`src/ccm_pkg.sv`:
```
// ----------------------------------------------------------------------------
// ccm_pkg
// shared constants and action codes of the coefficient companding mapper
// ----------------------------------------------------------------------------
package ccm_pkg;

    localparam int TABLE_ENTRIES = 127;
    localparam int IDX_W         = $clog2(TABLE_ENTRIES);
    localparam int MAG_W         = 15;

    localparam logic [1:0] ACT_WRITE = 2'd0;
    localparam logic [1:0] ACT_MAP   = 2'd1;
    localparam logic [1:0] ACT_UNMAP = 2'd2;

endpackage

```
`src/ccm_if.sv`:
```
// ----------------------------------------------------------------------------
// ccm_req_if / ccm_rsp_if
// request and response channels with valid/ready handshake
// ----------------------------------------------------------------------------
interface ccm_req_if;
    logic               valid;
    logic               ready;
    logic [1:0]         action;
    logic [6:0]         entry_index;
    logic [14:0]        entry_value;
    logic signed [15:0] sample;
    logic [7:0]         code_in;

    modport source (output valid, action, entry_index, entry_value, sample, code_in,
                    input ready);
    modport sink   (input valid, action, entry_index, entry_value, sample, code_in,
                    output ready);
endinterface

interface ccm_rsp_if;
    logic               valid;
    logic               ready;
    logic [7:0]         code_out;
    logic signed [15:0] value_out;
    logic               bad_code;

    modport source (output valid, code_out, value_out, bad_code, input ready);
    modport sink   (input valid, code_out, value_out, bad_code, output ready);
endinterface

```
`src/coefficient_companding_mapper.sv`:
```
// ----------------------------------------------------------------------------
// coefficient_companding_mapper
// Write, zero-sample, code-zero and out-of-range unmap requests go from idle
// straight to ST_FIN; unmap reads the table in ST_UNMAP; map scans it in ST_SCAN,
// where k (1..125) is the index where the linear table scan stops, one table read
// per cycle from the single-port magnitude memory. ST_FIN loads the output register.
// Throughput: one request in flight; a new request is taken while the
// previous response waits in the output register. Reset clears control only.
// ----------------------------------------------------------------------------
module coefficient_companding_mapper
    import ccm_pkg::*;
(
    input  logic         i_clk,
    input  logic         i_rst_n,
    ccm_req_if.sink      i_req,
    ccm_rsp_if.source    o_rsp
);

    localparam logic [1:0] ST_IDLE  = 2'd0;
    localparam logic [1:0] ST_SCAN  = 2'd1;
    localparam logic [1:0] ST_UNMAP = 2'd2;
    localparam logic [1:0] ST_FIN   = 2'd3;

    localparam logic [IDX_W-1:0] LAST_SCAN = IDX_W'(TABLE_ENTRIES - 2);
    localparam logic [IDX_W-1:0] TOP_IDX   = IDX_W'(TABLE_ENTRIES - 1);

    logic [MAG_W-1:0] mem [TABLE_ENTRIES];

    logic [1:0]       r_state, n_state;
    logic [IDX_W-1:0] r_idx, n_idx;
    logic [MAG_W-1:0] r_prev, n_prev;
    logic [15:0]      r_mag, n_mag;
    logic             r_neg, n_neg;
    logic [MAG_W-1:0] r_rdata;
    logic [7:0]       r_pcode, n_pcode;
    logic [15:0]      r_pval, n_pval;
    logic             r_pbad, n_pbad;
    logic             r_ovalid;
    logic [7:0]       r_ocode;
    logic [15:0]      r_oval;
    logic             r_obad;

    logic             accept;
    logic             rd_en;
    logic [IDX_W-1:0] rd_addr;
    logic             wr_en;
    logic [15:0]      smag;
    logic [7:0]       cmag;
    logic signed [16:0] d_lo, d_hi;
    logic [IDX_W-1:0] pick;
    logic             out_free;

    assign i_req.ready = (r_state == ST_IDLE);
    assign accept      = i_req.valid && i_req.ready;
    assign out_free    = !r_ovalid || o_rsp.ready;

    assign wr_en = accept && (i_req.action == ACT_WRITE)
                   && ({1'b0, i_req.entry_index} < 8'(TABLE_ENTRIES));

    assign smag = i_req.sample[15] ? 16'(-i_req.sample) : 16'(i_req.sample);
    assign cmag = i_req.code_in[7] ? 8'(-i_req.code_in) : i_req.code_in;

    assign d_lo = $signed({1'b0, r_mag}) - $signed({2'b00, r_prev});
    assign d_hi = $signed({2'b00, r_rdata}) - $signed({1'b0, r_mag});
    assign pick = (d_lo < d_hi) ? r_idx - IDX_W'(1) : r_idx;

    always_comb begin
        n_state = r_state;
        n_idx   = r_idx;
        n_prev  = r_prev;
        n_mag   = r_mag;
        n_neg   = r_neg;
        n_pcode = r_pcode;
        n_pval  = r_pval;
        n_pbad  = r_pbad;
        rd_en   = 1'b0;
        rd_addr = '0;
        case (r_state)
            ST_IDLE: begin
                if (accept) begin
                    n_pcode = '0;
                    n_pval  = '0;
                    n_pbad  = 1'b0;
                    n_state = ST_FIN;
                    case (i_req.action)
                        ACT_MAP: begin
                            n_mag = smag;
                            n_neg = i_req.sample[15];
                            if (i_req.sample != '0) begin
                                rd_en   = 1'b1;
                                rd_addr = '0;
                                n_idx   = '0;
                                n_state = ST_SCAN;
                            end
                        end
                        ACT_UNMAP: begin
                            n_neg = i_req.code_in[7];
                            if (i_req.code_in != '0) begin
                                if (cmag >= 8'(TABLE_ENTRIES)) begin
                                    n_pbad = 1'b1;
                                end else begin
                                    rd_en   = 1'b1;
                                    rd_addr = cmag[IDX_W-1:0];
                                    n_state = ST_UNMAP;
                                end
                            end
                        end
                        default: ;
                    endcase
                end
            end
            ST_SCAN: begin
                if (r_idx == '0) begin
                    n_prev  = r_rdata;
                    n_idx   = IDX_W'(1);
                    rd_en   = 1'b1;
                    rd_addr = IDX_W'(1);
                end else if (r_mag < {1'b0, r_rdata}) begin
                    n_pcode = r_neg ? 8'(-{1'b0, pick}) : {1'b0, pick};
                    n_state = ST_FIN;
                end else if (r_idx == LAST_SCAN) begin
                    n_pcode = r_neg ? 8'(-{1'b0, TOP_IDX}) : {1'b0, TOP_IDX};
                    n_state = ST_FIN;
                end else begin
                    n_prev  = r_rdata;
                    n_idx   = r_idx + IDX_W'(1);
                    rd_en   = 1'b1;
                    rd_addr = r_idx + IDX_W'(1);
                end
            end
            ST_UNMAP: begin
                n_pval  = r_neg ? 16'(-{1'b0, r_rdata}) : {1'b0, r_rdata};
                n_state = ST_FIN;
            end
            ST_FIN: begin
                if (out_free) begin
                    n_state = ST_IDLE;
                end
            end
            default: n_state = ST_IDLE;
        endcase
    end

    always_ff @(posedge i_clk) begin
        if (wr_en) begin
            mem[i_req.entry_index] <= i_req.entry_value;
        end
        if (rd_en) begin
            r_rdata <= mem[rd_addr];
        end
    end

    always_ff @(posedge i_clk) begin
        r_idx   <= n_idx;
        r_prev  <= n_prev;
        r_mag   <= n_mag;
        r_neg   <= n_neg;
        r_pcode <= n_pcode;
        r_pval  <= n_pval;
        r_pbad  <= n_pbad;
        if (r_state == ST_FIN && out_free) begin
            r_ocode <= r_pcode;
            r_oval  <= r_pval;
            r_obad  <= r_pbad;
        end
    end

    always_ff @(posedge i_clk) begin
        if (!i_rst_n) begin
            r_state  <= ST_IDLE;
            r_ovalid <= 1'b0;
        end else begin
            r_state <= n_state;
            if (r_state == ST_FIN && out_free) begin
                r_ovalid <= 1'b1;
            end else if (o_rsp.ready) begin
                r_ovalid <= 1'b0;
            end
        end
    end

    assign o_rsp.valid     = r_ovalid;
    assign o_rsp.code_out  = r_ocode;
    assign o_rsp.value_out = r_oval;
    assign o_rsp.bad_code  = r_obad;

    a_scan_range: assert property (@(posedge i_clk) disable iff (!i_rst_n)
        r_state == ST_SCAN |-> r_idx <= LAST_SCAN)
        else $error("scan index past last searched entry");

    a_bad_clean: assert property (@(posedge i_clk) disable iff (!i_rst_n)
        (r_ovalid && r_obad) |-> (r_ocode == '0 && r_oval == '0))
        else $error("flagged code with nonzero payload");

    a_zero_fast: assert property (@(posedge i_clk) disable iff (!i_rst_n)
        (accept && i_req.action == ACT_MAP && i_req.sample == '0) |=> r_state == ST_FIN)
        else $error("zero sample did not finish at once");

    a_unmap_one: assert property (@(posedge i_clk) disable iff (!i_rst_n)
        r_state == ST_UNMAP |=> r_state == ST_FIN)
        else $error("unmap read took more than one cycle");

    a_fin_load: assert property (@(posedge i_clk) disable iff (!i_rst_n)
        (r_state == ST_FIN && out_free) |=> (r_ovalid && r_state == ST_IDLE))
        else $error("finished response not loaded into output register");

endmodule
```
`src/flat_wrapper.sv`:
```
// flat-port wrapper written by rule: the top's interface ports become plain ports
module coefficient_companding_mapper_flat import ccm_pkg::*;
  (i_clk, i_rst_n, i_req_valid, i_req_action, i_req_entry_index, i_req_entry_value, i_req_sample, i_req_code_in, i_req_ready, o_rsp_valid, o_rsp_code_out, o_rsp_value_out, o_rsp_bad_code, o_rsp_ready);
  ccm_req_if i_req_i ();
  ccm_rsp_if o_rsp_i ();
  input  logic i_clk;
  input  logic i_rst_n;
  input wire logic [$bits(i_req_i.valid)-1:0] i_req_valid;
  input wire logic [$bits(i_req_i.action)-1:0] i_req_action;
  input wire logic [$bits(i_req_i.entry_index)-1:0] i_req_entry_index;
  input wire logic [$bits(i_req_i.entry_value)-1:0] i_req_entry_value;
  input wire logic [$bits(i_req_i.sample)-1:0] i_req_sample;
  input wire logic [$bits(i_req_i.code_in)-1:0] i_req_code_in;
  output wire logic [$bits(i_req_i.ready)-1:0] i_req_ready;
  output wire logic [$bits(o_rsp_i.valid)-1:0] o_rsp_valid;
  output wire logic [$bits(o_rsp_i.code_out)-1:0] o_rsp_code_out;
  output wire logic [$bits(o_rsp_i.value_out)-1:0] o_rsp_value_out;
  output wire logic [$bits(o_rsp_i.bad_code)-1:0] o_rsp_bad_code;
  input wire logic [$bits(o_rsp_i.ready)-1:0] o_rsp_ready;
  assign i_req_i.valid = i_req_valid;
  assign i_req_i.action = i_req_action;
  assign i_req_i.entry_index = i_req_entry_index;
  assign i_req_i.entry_value = i_req_entry_value;
  assign i_req_i.sample = i_req_sample;
  assign i_req_i.code_in = i_req_code_in;
  assign i_req_ready = i_req_i.ready;
  assign o_rsp_valid = o_rsp_i.valid;
  assign o_rsp_code_out = o_rsp_i.code_out;
  assign o_rsp_value_out = o_rsp_i.value_out;
  assign o_rsp_bad_code = o_rsp_i.bad_code;
  assign o_rsp_i.ready = o_rsp_ready;
  coefficient_companding_mapper u_core (.i_clk(i_clk), .i_rst_n(i_rst_n), .i_req(i_req_i), .o_rsp(o_rsp_i));
endmodule
```
`config.mk`:
```
export PLATFORM = sky130hd
export DESIGN_NAME = coefficient_companding_mapper_flat
export DESIGN_NICKNAME = d
export VERILOG_FILES = /design/src/ccm_pkg.sv /design/src/ccm_if.sv /design/src/coefficient_companding_mapper.sv /design/src/flat_wrapper.sv
export SDC_FILE = /design/constraint.sdc
export NUM_CORES = 2
export LEC_CHECK = 0
export BUFFER_PORTS_ARGS = -buffer_cell sky130_fd_sc_hd__buf_4
export CAP_MARGIN = 30
export CORE_MARGIN = 1.5
export CORE_UTILIZATION = 35
export DETAILED_ROUTE_END_ITERATION = 8
export GPL_ROUTABILITY_DRIVEN = 1
export PLACE_DENSITY_LB_ADDON = 0.05
export SLEW_MARGIN = 10
export SYNTH_ARGS = -nofsm -noshare
export SYNTH_HDL_FRONTEND = slang
export SYNTH_SLANG_ARGS = --single-unit
```
`constraint.sdc`:
```
create_clock -name i_clk -period 6.66 [get_ports i_clk]
set_input_delay 0.999 -clock i_clk [delete_from_list [all_inputs] [get_ports i_clk]]
set_output_delay 0.999 -clock i_clk [all_outputs]
set_load 0.005 [all_outputs]
```
; ---- Yosys cells after proc, flatten, opt, wreduce, memory -nomap -nowiden
; Memory sizes are Yosys's and may differ from the RTL's. A register that Yosys moved wholly into a read port is not among the register bits.
; Cells that the tools add are included.
[word_totals]
ff_bits = 92
romBits = 0
mem_count = 1
out_inout_bits = 27
ram_bits = 1905
inputBits = 52
latchBits = 0
[memory_table]
columns = name, depth, width, read_ports, rd_ports_with_merged_regs, wr, line_no
row1 = u_core.mem, 127, 15, 1, 1, 1, coefficient_companding_mapper.sv:27  ; logic [MAG_W-1:0] mem [TABLE_ENTRIES];
[classes]
eq_ne = 16
n_div = 0
order_cmp = 4
n_mul = 0
bitwise_logic = 0
add_sub_neg = 8
muxes = 56
n_reduce_logical = 24
shifts = 0
[op_table]
columns = op, n
row1 = $mux W7, 14
row2 = $mux W15, 4
row3 = $mux W8, 7
row4 = $mux W16, 2
row5 = $pmux W16 S2, 1
row6 = $pmux W7 S2, 2
row7 = $lt A17 B17 Y1, 1
row8 = $sub A15 B16 Y17, 1
row9 = $sub A16 B15 Y17, 1
row10 = $lt A16 B15 Y1, 1
row11 = $neg A15 Y16, 1
row12 = $neg A16 Y16, 1
row13 = $pmux W8 S2, 1
row14 = $reduce_bool A16 Y1, 1
row15 = $mux W2, 7
row16 = $mux W1, 13
row17 = $reduce_and A3 Y1, 3
row18 = $ge A8 B7 Y1 const B, 1
row19 = $ne A2 B2 Y1 const B, 4
row20 = $neg A7 Y8, 1
row21 = $neg A8 Y8, 1
row22 = $pmux W2 S4, 1
row23 = $reduce_and A4 Y1, 2
row24 = $reduce_bool A2 Y1, 4
row25 = 19 further kinds, 33

; ---- Longest topological paths before layout
[depth]
ltp_word = 8
ltp_mapped = 30
mapped_depth_nobuf = 29

; ---- Worst setup path after synthesis
; OpenSTA, ideal clock, no wires.
[synth_timing]
kind = flip-flop to flip-flop
startpoint = reg u_core.r_rdata[0] (read register of u_core.mem)
endpoint = reg u_core.r_pcode[6], data pin
setup_time_ps = 269
path_slack_ps = 1365
synth_period_minus_slack_ps = 5295
stages_incl_launch_ff = 31
arrival_ps = 5026
required_ps = 6391
path_cell_list = edfxtp_1 > inv_1 > ha_1 > inv_1 > fa_1 > a21o_1 > a21oi_1 > o21bai_1 > a21oi_1 > o21bai_1 > a21oi_1 > nor2b_1 > o31ai_1 > a21oi_1 > a21oi_1 > xnor2_1 > ha_1 > a21o_1 > nand2_1 > nand3b_1 > o31a_1 > o21ai_0 > and2_0 > clkbuf_1 > nand2_1 > o21ai_0 > ha_1 > nand4_1 > o31ai_1 > xor2_1 > nor2_1
[synth_via]
elab_chain_cells = 8
word_cells_on_any_way = 9
[synth_rtl]
columns = element, line_no
row1 = "start, declared", coefficient_companding_mapper.sv:34  ; logic [MAG_W-1:0] r_rdata;
row2 = $sub A15 B16 Y17, coefficient_companding_mapper.sv:64  ; assign d_hi = $signed({2'b00, r_rdata}) - $signed({1'b0, r_mag});
row3 = $lt A17 B17 Y1, coefficient_companding_mapper.sv:65  ; assign pick = (d_lo < d_hi) ? r_idx - IDX_W'(1) : r_idx;
row4 = $mux W7, coefficient_companding_mapper.sv:65
row5 = $neg A7 Y8, coefficient_companding_mapper.sv:119  ; n_pcode = r_neg ? 8'(-{1'b0, pick}) : {1'b0, pick};
row6 = $mux W8, coefficient_companding_mapper.sv:119
row7 = $mux W8 *, coefficient_companding_mapper.sv:118  ; end else if (r_mag < {1'b0, r_rdata}) begin
row8 = $mux W8 *, coefficient_companding_mapper.sv:113  ; if (r_idx == '0) begin
row9 = $pmux W8 S2 *, coefficient_companding_mapper.sv:78  ; case (r_state)
row10 = "end signal, assigned", coefficient_companding_mapper.sv:158  ; r_pcode <= n_pcode;
row11 = "end, declared", coefficient_companding_mapper.sv:35  ; logic [7:0] r_pcode, n_pcode;
; Every way passes the cells marked *; elsewhere a longest branch is shown, timed or not. The select of a mux whose other input is x is not followed.
; A chain may end at the register's enable or synchronous reset.

; ---- Worst setup path after layout
[layout_timing]
startpoint = reg u_core.r_rdata[7] (read register of u_core.mem)
endpoint = reg u_core.r_rdata[12] (read register of u_core.mem), data pin
[layout_via]
elab_chain_cells = 4
word_cells_on_any_way = 7
[layout_rtl]
columns = element, line_no
row1 = $lt A16 B15 Y1 *, coefficient_companding_mapper.sv:118
row2 = $mux W7 / $mux W1 (equally long branches), coefficient_companding_mapper.sv:118
row3 = $mux W7 / $mux W1 (equally long branches), coefficient_companding_mapper.sv:113
row4 = $pmux W7 S2 / $pmux W1 S2 (equally long branches), coefficient_companding_mapper.sv:78
; Every way passes the cells marked *; elsewhere a longest branch is shown, timed or not.

==> run_results.csv <==
group,metric,value,unit
synthesis,synth-edff-count,2009,
timing,hold_violations,0,
job,drv_cap,0,
timing,finalMaxSlewViolations,0,
timing,fin_crit_sh,92.95,%
grt,first_global_vias,46781,
route,drt_iter0_drc,4570,
setup_path,worst-path-buf-inv,2,
grt,overflow,0,
clock_tree,ctsHoldBuffers,0,
grt,grt_max_degree,103,
setup_path,critPathMaxFanout,24,
cells_and_area,final_cell_mix,"edfxtp_1, nand2_1, mux2i_1",
cells_and_area,design_area,95580,um^2
synthesis,ys.flop_type,"edfxtp_1",
die,die_h,485.3,um
timing,rsz0062_at_grt,"false",
clock_tree,clk_latency,0.86,ns
clock_tree,cts_max_level,4,
route,vias,48061,
timing,setup_viol,0,
route,wirelength,260500,um
route,routedWlPerCell,28.77,um
clock_tree,clk_pin_slew,0.06,ns
cells_and_area,syn_to_final_growth,17.41,%
setup_path,worstPathCellList,"ha_1, and4_1, nand2b_1, nor4_1, buf_4, nor2_1, a21oi_1, buf_4, a2bb2oi_4, and3_1, o21ai_0, nor4_1, nor3_1, a311o_1",
clock_tree,clk_path_buf_depth,3,
cells_and_area,instances_no_fill,9053,
clock_tree,cts-buffers-inserted,221,
placement,place_hpwl,161500,um
timing,fin_crit,6.191,ns
placement,place_area,88460,um^2
pwr,power,35.38,mW
clock_tree,cts_tree,"done",
synthesis,yosysUniqueCellTypes,85,
cells_and_area,fillers,21118,
timing,tightestPinTransition,1.086,ns
pwr,p_leak,34.47,nW
hold_path,hp-class,"input pin to flip-flop",
cells_and_area,final_core_util,41.46,%
synthesis,synthesis.nets,5515,
setup_path,critPathCaptureType,"flip-flop",
setup_path,reg2reg_from,"u_core.r_rdata[7]$_DFFE_PP_",
die,boundaryPins,79,
timing,timing.hold.ws,0.3605,ns
grt,grt_pass1_wl,367300,um
die,die-width,485.3,um
clock_tree,cts_root_buffer,"clkbuf_16",
synthesis,avgSynthCellArea,15.08,um^2
route,drtAntennaViolNets,0,
clock_tree,numClockSinks,2012,
route,drt-vias-per-instance,5.309,
timing,tns,0,ns
setup_path,worst-r2r-setup-slack,0.47,ns
synthesis,ys_seq_elements,2012,
setup_path,slowest_stage,"and3_1",
timing,max_freq,0.1615,GHz
placement,placedCellCount,8631,
setup_path,path_class,"flip-flop to flip-flop",
setup_path,crit_arrival,6.76,ns
cells_and_area,drive_above_1_share,14.86,%
timing,worst_slack,0.4693,ns
route,first_pass_iters,5,
setup_path,cp_top_family,"simple AND/OR/NAND/NOR gates",
timing,worst_clock_skew,0.05287,ns
synthesis,async_reset_ff_share,0,%
outcome,outcome,"completed",
placement,dp_slack,0.4406,ns
timing,slew_headroom,26.91,%
die,core-area,230600,um^2
setup_path,cp-start-kind,"flip-flop",
hold_path,min_from,"i_rst_n",
cells_and_area,final_common_cell,"edfxtp_1",
placement,io_buffers,78,
cells_and_area,layout.nets,5944,
pwr,ir_worst_vdd,235.9,uV
synthesis,synth_cells,5400,
setup_path,slowest_delay,0.81,ns
grt,grt_use_total,21.78,%
pwr,cellPowerDensity,370.2,nW/um^2
die,num_rows,176,
setup_path,crit_start,"u_core.r_rdata[7]$_DFFE_PP_",
placement,gp_congestion,0.8113,
die,dieArea,235500,um^2
die,start_util,35.31,%
synthesis,yosysWarningCount,0,
route,drc,0,
synthesis,syn-cell-area,81410,um^2
grt,antenna_found_initial,25,
synthesis,ys_seq_area_share,74.18,%
setup_path,crit_required,7.22,ns
[final timing paths]
| path | end | cells past startpoint |
|---|---|---|
| min | u_core.o_rsp.valid$_SDFFE_PN0P_ | 2 |
| min reg2reg | u_core.o_rsp.value_out[11]$_DFFE_PP_ | 0 |
| max | u_core.r_rdata[12]$_DFFE_PP_ | 14 |
| max reg2reg | u_core.r_rdata[12]$_DFFE_PP_ | 14 |
[Yosys cell counts, types with 11 or more instances]
cell type | instances | area [um^2]
edfxtp_1 | 2009 | 60330
nand2_1 | 750 | 2815
mux2i_1 | 545 | 5455
a21oi_1 | 335 | 1677
o22ai_1 | 214 | 1339
nor2_1 | 180 | 675.7
clkbuf_1 | 143 | 536.8
buf_2 | 133 | 665.6
o21ai_0 | 128 | 640.6
nor4_1 | 96 | 600.6
and3_1 | 69 | 431.7
inv_1 | 68 | 255.2
ha_1 | 61 | 763.2
xnor2_1 | 39 | 341.6
nand3_1 | 37 | 185.2
o211ai_1 | 34 | 255.2
a2111oi_0 | 33 | 289.0
o21bai_1 | 32 | 240.2
o41ai_1 | 32 | 280.3
a22oi_1 | 29 | 217.7
nor3_1 | 27 | 135.1
xor2_1 | 27 | 236.5
buf_1 | 25 | 93.84
o31ai_1 | 25 | 187.7
nand4_1 | 22 | 137.6
and2_1 | 20 | 125.1
nor2b_1 | 20 | 125.1
a211o_1 | 18 | 157.7
o221ai_1 | 17 | 148.9
a2bb2oi_1 | 16 | 140.1
nand2b_1 | 15 | 93.84
a311oi_1 | 14 | 122.6
a41o_1 | 14 | 140.1
o221a_2 | 13 | 146.4
or3_1 | 13 | 81.33
a311o_1 | 12 | 120.1
a211oi_1 | 11 | 82.58
[cell type report]
cell class	count	area [um^2]	area share, %
sequential	2012	60390	63.18
multi-input combinational	3009	19570	20.47
clock buffer	269	5817	6.086
timing repair buffer	516	4479	4.686
tap	3026	3786	3.961
clock inverter	140	1257	1.316
inverter	69	259.0	0.2710
antenna	12	30.03	0.03142
[metal layers]
layer / global-route usage, % / wire length, um / vias up
met3: 3.043 / 12980 / 259
met4: 4.992 / 5005 / 0
met5: 0 / 0 / -
li1: - / - / 21816
met1: 32.13 / 123900 / 24757
met2: 33.94 / 118700 / 1229
[report_power, final]
part	switching, mW	leakage [nW]	total, mW	internal, mW
Sequential	0.142	18.1	14.4	14.2
Clock	5.09	3.47	12.0	6.95
Combinational	5.89	12.9	8.96	3.07
[cell families (layout without fill, tap and decap cells)]
logic type | Yosys count | after routing | synth area share (%)
DFF | 2012 | 2012 | 74.18
and+or+nand+nor | 1290 | 1290 | 7.030
AOI/OAI and AO/OA | 1037 | 1037 | 8.281
muxes | 553 | 553 | 6.812
buffers and inverters | 379 | 994 | 2.004
xor gates and xnor gates | 66 | 66 | 0.7101
adders and majority gates | 63 | 63 | 0.9867
other | 0 | 12 | 0
[worst register-to-register path, cell delays in order (launching register included)]
cell	delay (ns)
edfxtp_1	0.52
ha_1	0.40
and4_1	0.25
nand2b_1	0.08
nor4_1	0.05
buf_4	0.13
nor2_1	0.61
a21oi_1	0.38
buf_4	0.27
a2bb2oi_4	0.72
and3_1	0.84
o21ai_0	0.21
nor4_1	0.70
nor3_1	0.23
a311o_1	0.50
[registers in the layout, summed over array words and instances (netlist names), 2 cells and up]
name	flops
u_core.r_mag	16
u_core.r_idx	7
u_core.r_pcode	8
u_core.r_prev	15
u_core.o_rsp.code_out	8
u_core.mem	1905
u_core.r_state	2
u_core.r_pval	16
u_core.o_rsp.value_out	16
u_core.r_rdata	15
[timing repair]
| item | in CTS | in global routing |
|---|---|---|
| setup buffers | 0 | 0 |
| resized for setup | 0 | 1 |
| endpoints found under the setup margin | 0 | 1 |
Note: power is estimated with default switching activity, not from simulation.
